[src/rtl/assert_macros.svh]
// concurrent assertion helpers
`ifndef ASSERT_MACROS_SVH
`define ASSERT_MACROS_SVH

// checked on every clock edge outside reset
`define ASSERT_SYNC(lbl, prop, msg) \
    lbl: assert property (@(posedge aclk) disable iff (!aresetn) (prop)) else $error(msg);

// checked on every clock edge, reset included
`define ASSERT_ALWAYS(lbl, prop, msg) \
    lbl: assert property (@(posedge aclk) (prop)) else $error(msg);

`endif

[src/rtl/dcc_pkg.sv]
package dcc_pkg;

    localparam int DAY_COUNT_BITS = 20;
    localparam int S_TDATA_W = ((DAY_COUNT_BITS + 7) / 8) * 8;

    localparam int YEAR_W = 13;
    localparam int MONTH_W = 4;
    localparam int DOM_W = 5;
    localparam int WEEKDAY_W = 3;
    localparam int M_FIELDS_W = YEAR_W + MONTH_W + DOM_W + WEEKDAY_W;
    localparam int M_TDATA_W = ((M_FIELDS_W + 7) / 8) * 8;

    localparam logic [YEAR_W-1:0] BASE_YEAR = 13'd2000;
    localparam logic [31:0] CYCLE_DAYS = 32'd146097;
    localparam logic [8:0] LONG_YEAR_DAYS = 9'd366;
    localparam logic [8:0] SHORT_YEAR_DAYS = 9'd365;
    localparam logic [WEEKDAY_W-1:0] BASE_WEEKDAY = 3'd6;
    localparam logic [WEEKDAY_W-1:0] WEEK_DAYS = 3'd7;
    localparam logic [4:0] FEB_SHORT_DAYS = 5'd28;

    localparam logic [MONTH_W-1:0] MONTH_JAN = 4'd1;
    localparam logic [MONTH_W-1:0] MONTH_FEB = 4'd2;
    localparam logic [MONTH_W-1:0] MONTH_DEC = 4'd12;

    localparam logic [4:0] MONTH_DAYS [16] = '{
        5'd0, 5'd31, 5'd28, 5'd31, 5'd30, 5'd31, 5'd30, 5'd31,
        5'd31, 5'd30, 5'd31, 5'd30, 5'd31, 5'd0, 5'd0, 5'd0
    };

    typedef struct packed {
        logic load;
        logic cycle_step;
        logic year_step;
        logic month_step;
        logic publish;
    } dcc_cmd_t;

    typedef struct packed {
        logic cycle_ge;
        logic year_ge;
        logic month_stop;
    } dcc_status_t;

    function automatic logic [WEEKDAY_W-1:0] week_add(
        input logic [WEEKDAY_W-1:0] a,
        input logic [1:0] b
    );
        logic [WEEKDAY_W:0] s;
        s = {1'b0, a} + {2'b00, b};
        if (s >= {1'b0, WEEK_DAYS}) begin
            s = s - {1'b0, WEEK_DAYS};
        end
        return s[WEEKDAY_W-1:0];
    endfunction

    // weekday plus a day offset below 32, folded with 8 = 1 mod 7
    function automatic logic [WEEKDAY_W-1:0] week_fold(
        input logic [WEEKDAY_W-1:0] a,
        input logic [4:0] b
    );
        logic [5:0] x;
        logic [3:0] s1;
        logic [3:0] s2;
        x = {3'b000, a} + {1'b0, b};
        s1 = {1'b0, x[5:3]} + {1'b0, x[2:0]};
        s2 = {3'b000, s1[3]} + {1'b0, s1[2:0]};
        if (s2 >= {1'b0, WEEK_DAYS}) begin
            s2 = s2 - {1'b0, WEEK_DAYS};
        end
        return s2[WEEKDAY_W-1:0];
    endfunction

endpackage

[src/rtl/day_count_to_calendar_date.sv]
// channel | dir | tdata fields, low bit first
// s_      | in  | day_count[19:0], zero pad to 24 bits
// m_      | out | year_out[12:0], month_out[16:13], day_of_month_out[21:17],
//         |     | weekday_out[24:22], zero pad to 32 bits
// one item at a time: load, then c = day_count / 146097 steps of 400 years,
// y < 400 single-year steps, m < 12 month steps, one subtraction per cycle, then publish
// aresetn is synchronous and active low, clears the controller and m_tvalid
// a new item is taken while the previous result waits in the output register
// a stalled result holds the controller before its publish step
`include "assert_macros.svh"

module day_count_to_calendar_date (
    input  logic                           aclk,
    input  logic                           aresetn,
    input  logic                           s_tvalid,
    output logic                           s_tready,
    input  logic [dcc_pkg::S_TDATA_W-1:0]  s_tdata,   // day_count
    output logic                           m_tvalid,
    input  logic                           m_tready,
    output logic [dcc_pkg::M_TDATA_W-1:0]  m_tdata    // year_out, month_out,
                                                      // day_of_month_out, weekday_out
);

    dcc_pkg::dcc_cmd_t    cmd;
    dcc_pkg::dcc_status_t status;

    logic [dcc_pkg::YEAR_W-1:0]    year_out;
    logic [dcc_pkg::MONTH_W-1:0]   month_out;
    logic [dcc_pkg::DOM_W-1:0]     day_of_month_out;
    logic [dcc_pkg::WEEKDAY_W-1:0] weekday_out;

    dcc_ctrl u_ctrl (
        .aclk     (aclk),
        .aresetn  (aresetn),
        .s_tvalid (s_tvalid),
        .s_tready (s_tready),
        .m_tvalid (m_tvalid),
        .m_tready (m_tready),
        .status   (status),
        .cmd      (cmd)
    );

    dcc_datapath u_datapath (
        .aclk             (aclk),
        .day_count        (s_tdata[dcc_pkg::DAY_COUNT_BITS-1:0]),
        .cmd              (cmd),
        .status           (status),
        .year_out         (year_out),
        .month_out        (month_out),
        .day_of_month_out (day_of_month_out),
        .weekday_out      (weekday_out)
    );

    assign m_tdata = dcc_pkg::M_TDATA_W'({weekday_out, day_of_month_out, month_out, year_out});

    `ASSERT_SYNC(a_publish_free, cmd.publish |-> (!m_tvalid || m_tready), "result overwritten")
    `ASSERT_SYNC(a_month_range, m_tvalid |-> (month_out >= 4'd1 && month_out <= 4'd12), "bad month")
    `ASSERT_SYNC(a_weekday_range, m_tvalid |-> (weekday_out < 3'd7), "bad weekday")
    `ASSERT_ALWAYS(a_reset_idle, !$past(aresetn) |-> (!m_tvalid && s_tready), "reset not idle")

endmodule

[src/rtl/dcc_ctrl.sv]
module dcc_ctrl (
    input  logic                 aclk,
    input  logic                 aresetn,
    input  logic                 s_tvalid,
    output logic                 s_tready,
    output logic                 m_tvalid,
    input  logic                 m_tready,
    input  dcc_pkg::dcc_status_t status,
    output dcc_pkg::dcc_cmd_t    cmd
);

    typedef enum logic [1:0] {
        ST_IDLE,
        ST_CYCLE,
        ST_YEAR,
        ST_MONTH
    } state_t;

    state_t state_reg;
    state_t state_next;
    logic   m_valid_reg;
    logic   m_valid_next;
    logic   out_free;

    assign out_free = !m_valid_reg || m_tready;
    assign s_tready = (state_reg == ST_IDLE);
    assign m_tvalid = m_valid_reg;

    always_comb begin
        cmd = '0;
        state_next = state_reg;
        unique case (state_reg)
            ST_IDLE: begin
                if (s_tvalid) begin
                    cmd.load = 1'b1;
                    state_next = ST_CYCLE;
                end
            end
            ST_CYCLE: begin
                if (status.cycle_ge) begin
                    cmd.cycle_step = 1'b1;
                end else begin
                    state_next = ST_YEAR;
                end
            end
            ST_YEAR: begin
                if (status.year_ge) begin
                    cmd.year_step = 1'b1;
                end else begin
                    state_next = ST_MONTH;
                end
            end
            ST_MONTH: begin
                if (!status.month_stop) begin
                    cmd.month_step = 1'b1;
                end else if (out_free) begin
                    cmd.publish = 1'b1;
                    state_next = ST_IDLE;
                end
            end
            default: begin
                state_next = ST_IDLE;
            end
        endcase
    end

    always_comb begin
        m_valid_next = m_valid_reg;
        if (cmd.publish) begin
            m_valid_next = 1'b1;
        end else if (m_tready) begin
            m_valid_next = 1'b0;
        end
    end

    always_ff @(posedge aclk) begin
        if (!aresetn) begin
            state_reg <= ST_IDLE;
            m_valid_reg <= 1'b0;
        end else begin
            state_reg <= state_next;
            m_valid_reg <= m_valid_next;
        end
    end

endmodule

[src/rtl/dcc_datapath.sv]
module dcc_datapath (
    input  logic                                  aclk,
    input  logic [dcc_pkg::DAY_COUNT_BITS-1:0]    day_count,
    input  dcc_pkg::dcc_cmd_t                     cmd,
    output dcc_pkg::dcc_status_t                  status,
    output logic [dcc_pkg::YEAR_W-1:0]            year_out,
    output logic [dcc_pkg::MONTH_W-1:0]           month_out,
    output logic [dcc_pkg::DOM_W-1:0]             day_of_month_out,
    output logic [dcc_pkg::WEEKDAY_W-1:0]         weekday_out
);

    localparam int DCB = dcc_pkg::DAY_COUNT_BITS;

    logic [DCB-1:0]                    rest_reg, rest_next;
    logic [dcc_pkg::YEAR_W-1:0]        year_reg, year_next;
    logic [1:0]                        mod4_reg, mod4_next;
    logic [6:0]                        mod100_reg, mod100_next;
    logic [8:0]                        mod400_reg, mod400_next;
    logic [dcc_pkg::MONTH_W-1:0]       month_reg, month_next;
    logic [dcc_pkg::WEEKDAY_W-1:0]     wd_reg, wd_next;
    logic [dcc_pkg::YEAR_W-1:0]        year_out_reg, year_out_next;
    logic [dcc_pkg::MONTH_W-1:0]       month_out_reg, month_out_next;
    logic [dcc_pkg::DOM_W-1:0]         dom_out_reg, dom_out_next;
    logic [dcc_pkg::WEEKDAY_W-1:0]     wd_out_reg, wd_out_next;

    logic [31:0] rest_ext;
    logic        leap;
    logic [8:0]  ylen;
    logic [4:0]  mlen;

    assign rest_ext = 32'(rest_reg);
    assign leap = ((mod4_reg == 2'd0) && (mod100_reg != 7'd0)) || (mod400_reg == 9'd0);
    assign ylen = leap ? dcc_pkg::LONG_YEAR_DAYS : dcc_pkg::SHORT_YEAR_DAYS;
    assign mlen = dcc_pkg::MONTH_DAYS[month_reg]
                + {4'd0, (leap && (month_reg == dcc_pkg::MONTH_FEB))};

    assign status.cycle_ge = (rest_ext >= dcc_pkg::CYCLE_DAYS);
    assign status.year_ge = (rest_ext >= 32'(ylen));
    assign status.month_stop = (month_reg == dcc_pkg::MONTH_DEC) || (rest_ext < 32'(mlen));

    always_comb begin
        rest_next = rest_reg;
        year_next = year_reg;
        mod4_next = mod4_reg;
        mod100_next = mod100_reg;
        mod400_next = mod400_reg;
        month_next = month_reg;
        wd_next = wd_reg;
        year_out_next = year_out_reg;
        month_out_next = month_out_reg;
        dom_out_next = dom_out_reg;
        wd_out_next = wd_out_reg;
        if (cmd.load) begin
            rest_next = day_count;
            year_next = dcc_pkg::BASE_YEAR;
            mod4_next = 2'd0;
            mod100_next = 7'd0;
            mod400_next = 9'd0;
            month_next = dcc_pkg::MONTH_JAN;
            wd_next = dcc_pkg::BASE_WEEKDAY;
        end
        // a 400-year cycle is a whole number of weeks
        if (cmd.cycle_step) begin
            rest_next = DCB'(rest_ext - dcc_pkg::CYCLE_DAYS);
            year_next = year_reg + 13'd400;
        end
        if (cmd.year_step) begin
            rest_next = DCB'(rest_ext - 32'(ylen));
            year_next = year_reg + 13'd1;
            mod4_next = mod4_reg + 2'd1;
            mod100_next = (mod100_reg == 7'd99) ? 7'd0 : mod100_reg + 7'd1;
            mod400_next = (mod400_reg == 9'd399) ? 9'd0 : mod400_reg + 9'd1;
            wd_next = dcc_pkg::week_add(wd_reg, leap ? 2'd2 : 2'd1);
        end
        if (cmd.month_step) begin
            rest_next = DCB'(rest_ext - 32'(mlen));
            month_next = month_reg + 4'd1;
            wd_next = dcc_pkg::week_add(wd_reg, 2'(mlen - dcc_pkg::FEB_SHORT_DAYS));
        end
        if (cmd.publish) begin
            year_out_next = year_reg;
            month_out_next = month_reg;
            dom_out_next = rest_ext[4:0] + 5'd1;
            wd_out_next = dcc_pkg::week_fold(wd_reg, rest_ext[4:0]);
        end
    end

    always_ff @(posedge aclk) begin
        rest_reg <= rest_next;
        year_reg <= year_next;
        mod4_reg <= mod4_next;
        mod100_reg <= mod100_next;
        mod400_reg <= mod400_next;
        month_reg <= month_next;
        wd_reg <= wd_next;
        year_out_reg <= year_out_next;
        month_out_reg <= month_out_next;
        dom_out_reg <= dom_out_next;
        wd_out_reg <= wd_out_next;
    end

    assign year_out = year_out_reg;
    assign month_out = month_out_reg;
    assign day_of_month_out = dom_out_reg;
    assign weekday_out = wd_out_reg;

endmodule

[config.mk]
export PLATFORM = sky130hd
export DESIGN_NAME = day_count_to_calendar_date
export DESIGN_NICKNAME = d
export VERILOG_FILES = /design/src/rtl/dcc_pkg.sv /design/src/rtl/day_count_to_calendar_date.sv /design/src/rtl/dcc_ctrl.sv /design/src/rtl/dcc_datapath.sv
export VERILOG_INCLUDE_DIRS = /design/src /design/src/rtl
export SDC_FILE = /design/constraint.sdc
export NUM_CORES = 1
export LEC_CHECK = 0
export BUFFER_PORTS_ARGS = -buffer_cell sky130_fd_sc_hd__buf_2
export CORE_AREA = 3 3 137 139
export DETAILED_ROUTE_END_ITERATION = 8
export DIE_AREA = 0 0 140 142
export PLACE_DENSITY = 0.58
export SLEW_MARGIN = 40
export SYNTH_ARGS = -nofsm -noshare
export SYNTH_HDL_FRONTEND = slang
export SYNTH_SLANG_ARGS = --single-unit
[constraint.sdc]
create_clock -name aclk -period 4.2 [get_ports aclk]
set_clock_uncertainty 0.05 [all_clocks]
set_input_delay 0.21 -clock aclk [delete_from_list [all_inputs] [get_ports aclk]]
set_output_delay 0.21 -clock aclk [all_outputs]
set_load 0.01 [all_outputs]
==> metrics.md, run 1 <==
| Metric | Value |
|---|---|
| Status | complete, no violations |
| Met3 global-route usage | 0.02890 |
| Worst Setup Start Kind | flip-flop |
| Vias | ~5600 |
| Critical path arrival | roughly 4000 ps |
| Cts bufs inserted | 9 |
| Ranking of synthesized cells by area | edfxtp_1, ha_1, xnor2_1 |
| Rows | slightly below 50 |
| Final Max Tran Viols | 0 |
| First-pass GRT wire length | between 20 and 30 mm |
| Grt ovf | 0 |
| Finished Cell Area | 0.007855 mm^2 |
| Initial Util | 0.3752 |
| CTS sink count | 86 |
| #FFs+latches synth | 86 |
| Vias in the first global route | 5548 |
| DP Area | 0.007458 mm^2 |
| Asr flop ratio synth | 0 |
| Area of the die | a little under 0.02 mm^2 |
| Worst-skew pair later-pin latency | 360 ps |
| Die height | 142 um |
| Power Dens Cells | a little over 900 mW/mm^2 |
| Clock tree buffer depth | 2 |
| Hold Path Class | in2reg |
| Final net count | ~860 |
| Worst Path Class, Setup | reg2reg |
| Drt wl/cell | 17.15 um |
| Area Growth Syn to Fin | 17.74% |
| DRC Markers | 0 |
| Worst rel slew slack | 0.5876 |
| Commonest non-fill, non-tap cell in the layout | edfxtp_1 |
| Hpwl dp | around 13 mm |
| Fin Setup TNS | 0 ps |
| CTS clk-pin slew, worst paths | about 70 ps |
| Gpl congestion | ~0.94 |
| Max-cap violation count | 0 |
| Area share of the largest cell type after synthesis | 0.3736 |
| Post-route ant nets | 0 |
| Synthesized area | around 0.0067 mm^2 |
| Least-Margin Pin Slew | just over 600 ps |
| Max Fclk | about 250 MHz |
| Largest area contributor in the netlist | edfxtp_1 |
| Post-synth EDFFs | 83 |
| Gr usage total | 0.1777 |
| Cells after synthesis | approximately 700 |
| H-Tree Depth | 3 |
| IO Pins | 62 |
| Buffers on Ports | 50 |
| Syn avg cell area | ~9.7 um^2 |
| Fraction of layout cells with a size suffix above 1 | 0.2376 |
| Most frequent cells in the layout | edfxtp_1, buf_4, nand2_1 |
| Vias per cell | roughly 5.5 |
| PnR worst setup slack | 191.9 ps |
| Setup WS pre-CTS | -201.9 ps |
| Synth Warn # | 0 |
| Distinct cells, synth | 88 |
| CTS tree | built |
| # placed instances | around 1000 |
| Die X | around 140 um |
| Worst-path fanout max | 5 |
| First DRT Iteration DRCs | 401 |
| Met1 Resource Use GR | 0.2417 |
| Minimum clock period | 4008 ps |
| CORE AREA | 0.01778 mm^2 |
| Worst vdd ir | 0.4975 mV |
| Worst Setup End Kind | flip-flop |
| Final Hold Viols | 0 |
| DR pass1 iterations | 5 |
| Met2 Use GR | 0.2922 |
| Sequential area share after synthesis | 0.3826 |
| Max reg flops | 20 |
| LEAKAGE | approximately 3.1 nW |
| Fin crit share | 0.9543 |
| Final setup viols | 0 |
| Top_reg_cell synth | edfxtp_1 |
| Root Driver | clkbuf_16 |
| Initial antenna violation count | 0 |
| Worst endpoint required time | around 4300 ps |
| RSZ-0062 raised after global routing | no |
| Largest net degree at the start of global routing | 26 |
| Post-Layout Cell Count | between 1000 and 1500 |
| Post-route core utilization | 0.4418 |
| Post-Route WL | 17.42 mm |
| Top Usage Layer GRT | met2 |
| # diodes | 0 |
[logic make-up (layout without fill, tap and decap cells)]
group / Yosys count / after routing / synth area share
XOR/XNOR: 51 / 51 / 0.06695
flip-flops: 86 / 86 / 0.3826
adder cells (fa/ha/maj): 49 / 49 / 0.09865
other: 1 / 7 / 0.0005621
AND/OR/NAND/NOR: 245 / 245 / 0.1868
AO/OA/AOI/OAI: 175 / 175 / 0.1879
buffers and inverters: 77 / 171 / 0.07183
multiplexers: 3 / 3 / 0.004689
[final cells by class]
class	count	area, um^2
clock buffers	10	229.0
clock inverters	6	71.32
fillers	1746	9925
inverters	33	123.9
multi-input cells	530	3747
flip-flops and latches	86	2552
well taps	229	286.5
repair buffers	122	844.6
[worst max-delay path: stages (launching register included)]
cell	delay (ps)
edfxtp_1	460
ha_1	260
fa_1	410
a21o_1	180
nand2_1	70
xnor2_1	170
ha_1	290
a21o_1	180
a21o_1	180
ha_1	230
ha_1	300
ha_1	240
a22oi_1	120
a21oi_1	250
mux2_2	370
[metal layers]
layer / vias up / wire (um)
met4: 0 / 311
met2: 174 / 8262
met5: - / 0
met3: 28 / 963
met1: 2660 / 7882
li1: 2702 / -
[path summary, 6_finish.rpt]
path / startpoint / endpoint / slack, ps / cells after the start
max reg2reg: u_datapath.wd_reg[0]$_DFFE_PP_ / u_datapath.weekday_out[1]$_DFFE_PP_ / 190 / 14
min reg2reg: u_datapath.year_reg[1]$_DFFE_PP_ / u_datapath.year_out[1]$_DFFE_PP_ / 440 / 0
min: aresetn / u_ctrl.m_tvalid$_SDFFE_PN0P_ / 80 / 2
max: u_datapath.wd_reg[0]$_DFFE_PP_ / u_datapath.weekday_out[1]$_DFFE_PP_ / 190 / 14
[power by group]
part	switching (mW)	total (mW)	leakage (nW)	internal, mW
Clock	0.365	0.832	0.145	0.467
Sequential	0.446	1.96	0.810	1.52
Combinational	2.43	4.38	2.19	1.95
[metrics by stage]
stage          hold WS [ps]  power, mW
6_report              82.76      7.177
5_1_grt               93.61      7.807
4_1_cts               65.24      7.129
3_5_place_dp          429.2      6.226
3_3_place_gp          418.6      6.047
2_1_floorplan         288.2      5.053
[synth_stat cells, types with 4 or more instances]
cell type / n
a211o_1: 5
a211oi_1: 10
a21o_1: 8
a21oi_1: 34
a221o_1: 4
a31oi_1: 4
and3_1: 13
buf_2: 5
buf_4: 11
buf_6: 8
clkbuf_1: 11
clkbuf_8: 7
edfxtp_1: 83
fa_1: 6
ha_1: 43
inv_1: 33
nand2_1: 67
nand2b_1: 12
nand3_1: 30
nand4_1: 6
nor2_1: 63
nor2b_1: 6
nor3_1: 15
nor4_1: 5
o211ai_1: 10
o21ai_0: 41
o21bai_1: 4
o221ai_1: 4
o22ai_1: 6
o31ai_1: 4
xnor2_1: 32
xor2_1: 19
[repair_timing]
item / CTS / global route
buffers inserted: 1 / 2
resized for setup: 6 / 12
pin swaps: 3 / 7
setup endpoints to repair: 40 / 44
hold buffers: 0 / 0
Power figures use the tool's default switching activity.
==> inputs of run 2 (changes only) <==
CORE_AREA = 3 3 136 138   (was 3 3 137 139)
DIE_AREA = 0 0 139 141   (was 0 0 140 142)
PLACE_DENSITY = 0.57   (was 0.58)
SYNTH_HIERARCHICAL = 1   (was not set)
==> metrics.md, run 2 <==
| Metric | Value |
|---|---|
| Area Growth Syn to Fin | 19.71% |
| CP Cell Sequence | nor3_2 > nand3_1 > nand2_1 > nand2_2 > and3_1 > ha_2 > ha_1 > inv_1 > ha_4 > inv_1 > ha_1 > o21ai_1 > nor2_2 > or2_4 > nor2_2 > a32o_2 > nor2b_4 > buf_6 > nor2_1 > a22o_1 > a41o_1 > a211o_1 |
| Final Max Tran Viols | 0 |
| Fraction of layout cells with a size suffix above 1 | 0.2276 |
| H-Tree Depth | 3 |
| Logic pwr share | 0.610 |
| First-pass GRT wire length | between 20 and 30 mm |
| Post-Route WL | 16.92 mm |
| DR pass1 iterations | 5 |
| Least-Margin Pin Slew | ~660 ps |
| Commonest non-fill, non-tap cell in the layout | edfxtp_1 |
| Max reg flops | 20 |
| Slowest stage delay, CP | roughly 400 ps |
| Worst Setup End Kind | flip-flop |
| Pwr Total | 7.363 mW |
| Post-synth EDFFs | 83 |
| Distinct cells, synth | between 70 and 80 |
| Top_reg_cell synth | edfxtp_1 |
| Die X | approximately 140 um |
| CORE AREA | 0.01730 mm^2 |
| First DRT Iteration DRCs | 481 |
| Fin Setup TNS | 0 ps |
| DRC Markers | 0 |
| CTS clk-pin slew, worst paths | 70 ps |
| Final setup viols | 0 |
| Clock network power share | 0.121 |
| Status | complete, no violations |
| Area of the die | slightly below 0.02 mm^2 |
| Most frequent cells in the layout | edfxtp_1, buf_4, nor2_1 |
| Cells after synthesis | about 700 |
| DP Area | between 0.007 and 0.008 mm^2 |
| Synth Warn # | 6 |
| CTS tree | built |
| Max-cap violation count | 0 |
| Area share of the largest cell type after synthesis | 0.3804 |
| Int Pwr | between 4 and 5 mW |
| Worst-path fanout max | 5 |
| Vias in the first global route | between 5000 and 6000 |
| Crit-path leading delay family | simple AND/OR/NAND/NOR gates |
| Largest net degree at the start of global routing | 30 |
| Number of fill cells in the layout | about 1600 |
| Gr usage total | 0.1749 |
| Seq pwr share | 0.269 |
| Gpl congestion | just over 0.9 |
| Root Driver | clkbuf_16 |
| Buffers on Ports | 50 |
| Cts bufs inserted | 9 |
| Setup WS pre-CTS | -97.37 ps |
| Worst Setup Start Kind | flip-flop |
| Switching power | 3.277 mW |
| Vias per cell | 5.504 |
| LEAKAGE | between 3 and 4 nW |
| Synthesized area | 0.006553 mm^2 |
| Synth cell count leaders | edfxtp_1, nor2_1, nand2_1 |
| Largest area contributor in the netlist | edfxtp_1 |
| Ranking of synthesized cells by area | edfxtp_1, ha_1, xnor2_1 |
| Max Fclk | ~240 MHz |
| Initial antenna violation count | 0 |
| Clock tree buffer depth | 2 |
| #FFs+latches synth | 86 |
| Final Hold Viols | 0 |
| Worst vdd ir | about 0.46 mV |
| Asr flop ratio synth | 0 |
| Minimum clock period | approximately 4100 ps |
| Hpwl dp | roughly 13 mm |
| Syn avg cell area | around 9.4 um^2 |
| Worst rel slew slack | 0.5587 |
| Final net count | around 860 |
| Post-route ant nets | 0 |
| CP bufs+invs | 3 |
| Worst-skew pair later-pin latency | around 350 ps |
| Die height | ~140 um |
| Critical path arrival | between 4000 and 5000 ps |
| Post-route core utilization | 0.4535 |
| Finished Cell Area | roughly 0.0078 mm^2 |
| Switching portion of total power | 0.4450 |
| Grt ovf | 0 |
| IO Pins | 62 |
| Fin crit share | 0.9765 |
| Power Dens Cells | around 940 mW/mm^2 |
| Hold Path Class | in2reg |
| # diodes | 0 |
| # hold bufs at CTS | 0 |
| Initial Util | 0.3788 |
| Drt wl/cell | 16.80 um |
| CTS sink count | 86 |
| Worst endpoint required time | around 4300 ps |
| PnR worst setup slack | between 90 and 100 ps |
| Sequential area share after synthesis | 0.3895 |
| Vias | 5543 |
| Worst Path Class, Setup | reg2reg |
| Slowest CP cell | edfxtp_1 |
| Rows | 48 |
| Most common cell in the synthesized netlist | edfxtp_1 |
## run 2: cell types whose count changed in the layout (fill, tap and decap cells not counted), sizes merged, moves of 6 or more
| cell | delta |
|---|---|
| and2 | +6 |
| buf | -7 |
| mux2i | +10 |
| nand2 | -10 |
| nand2b | -6 |
| nor2b | +7 |
| o211ai | -8 |
| or3 | +6 |
| xor2 | +7 |
## run 2: layout make-up
cell class              instances  area (um^2)  area share
clock buffers                   9        225.2     0.02871
clock inverters                 7        102.6     0.01308
multi-input cells             529         3751      0.4782
flip-flops and latches         86         2552      0.3254
well taps                     225        281.5     0.03589
inverters                      36        141.4     0.01803
repair buffers                115        789.5      0.1007
## run 2: cell families (layout without fill, tap and decap cells)
logic type / count (synthesis) / in the layout / synth area share
AOI/OAI and AO/OA: 155 / 155 / 0.1594
adders and majority gates: 50 / 50 / 0.1023
and+or+nand+nor: 239 / 239 / 0.1816
buffers and inverters: 87 / 167 / 0.05747
DFF: 86 / 86 / 0.3895
xor gates and xnor gates: 61 / 61 / 0.08153
muxes: 17 / 17 / 0.02750
other: 1 / 7 / 0.0005723
## run 2: per-stage QoR
stage	cells	hold WS, ps
after floorplan	702	306.3
after global placement	984	434.8
after detailed placement	984	462.8
after CTS	1001	87.35
after global routing	1007	101.5
final	1007	92.43
## run 2: final timing paths
check / endpoint / slack [ps] / from / cells past startpoint
setup / recovery: u_datapath/rest_reg[16]$_DFFE_PP_ / 100 / u_datapath/mod100_reg[4]$_SDFFCE_PP0P_ / 22
hold / removal: u_ctrl/m_tvalid$_SDFFE_PN0P_ / 90 / aresetn / 2
setup reg to reg: u_datapath/rest_reg[16]$_DFFE_PP_ / 100 / u_datapath/mod100_reg[4]$_SDFFCE_PP0P_ / 22
hold reg to reg: u_ctrl/state_reg[1]$_SDFFE_PN0P_ / 470 / u_ctrl/state_reg[1]$_SDFFE_PN0P_ / 2
## run 2: metal layers
layer / routed length [um] / GRT usage / up-vias / part of all wire
met2: 7749 / 0.2751 / 187 / 0.46
met4: 491 / 0.07364 / 0 / 0.029
met1: 7777 / 0.2401 / 2657 / 0.46
met5: 0 / 0 / - / 0
met3: 900 / 0.02849 / 35 / 0.053
li1: - / - / 2664 / -
## run 2: repair_timing
| item | in CTS | in global routing |
|---|---|---|
| setup endpoints to repair | 35 | 90 |
| cloned | 0 | 1 |
| setup buffers | 1 | 5 |
| pin swaps | 2 | 7 |
| gates resized for setup | 5 | 18 |
## run 2: power groups by stage
stage | Sequential [mW] | Combinational (mW) | Clock, mW
6_report | 1.98 | 4.49 | 0.894
5_1_grt | 2.04 | 4.98 | 0.958
4_1_cts | 1.96 | 4.37 | 0.917
3_5_place_dp | 1.98 | 4.33 | 0
3_3_place_gp | 1.96 | 4.17 | 0
2_1_floorplan | 1.76 | 3.27 | 0
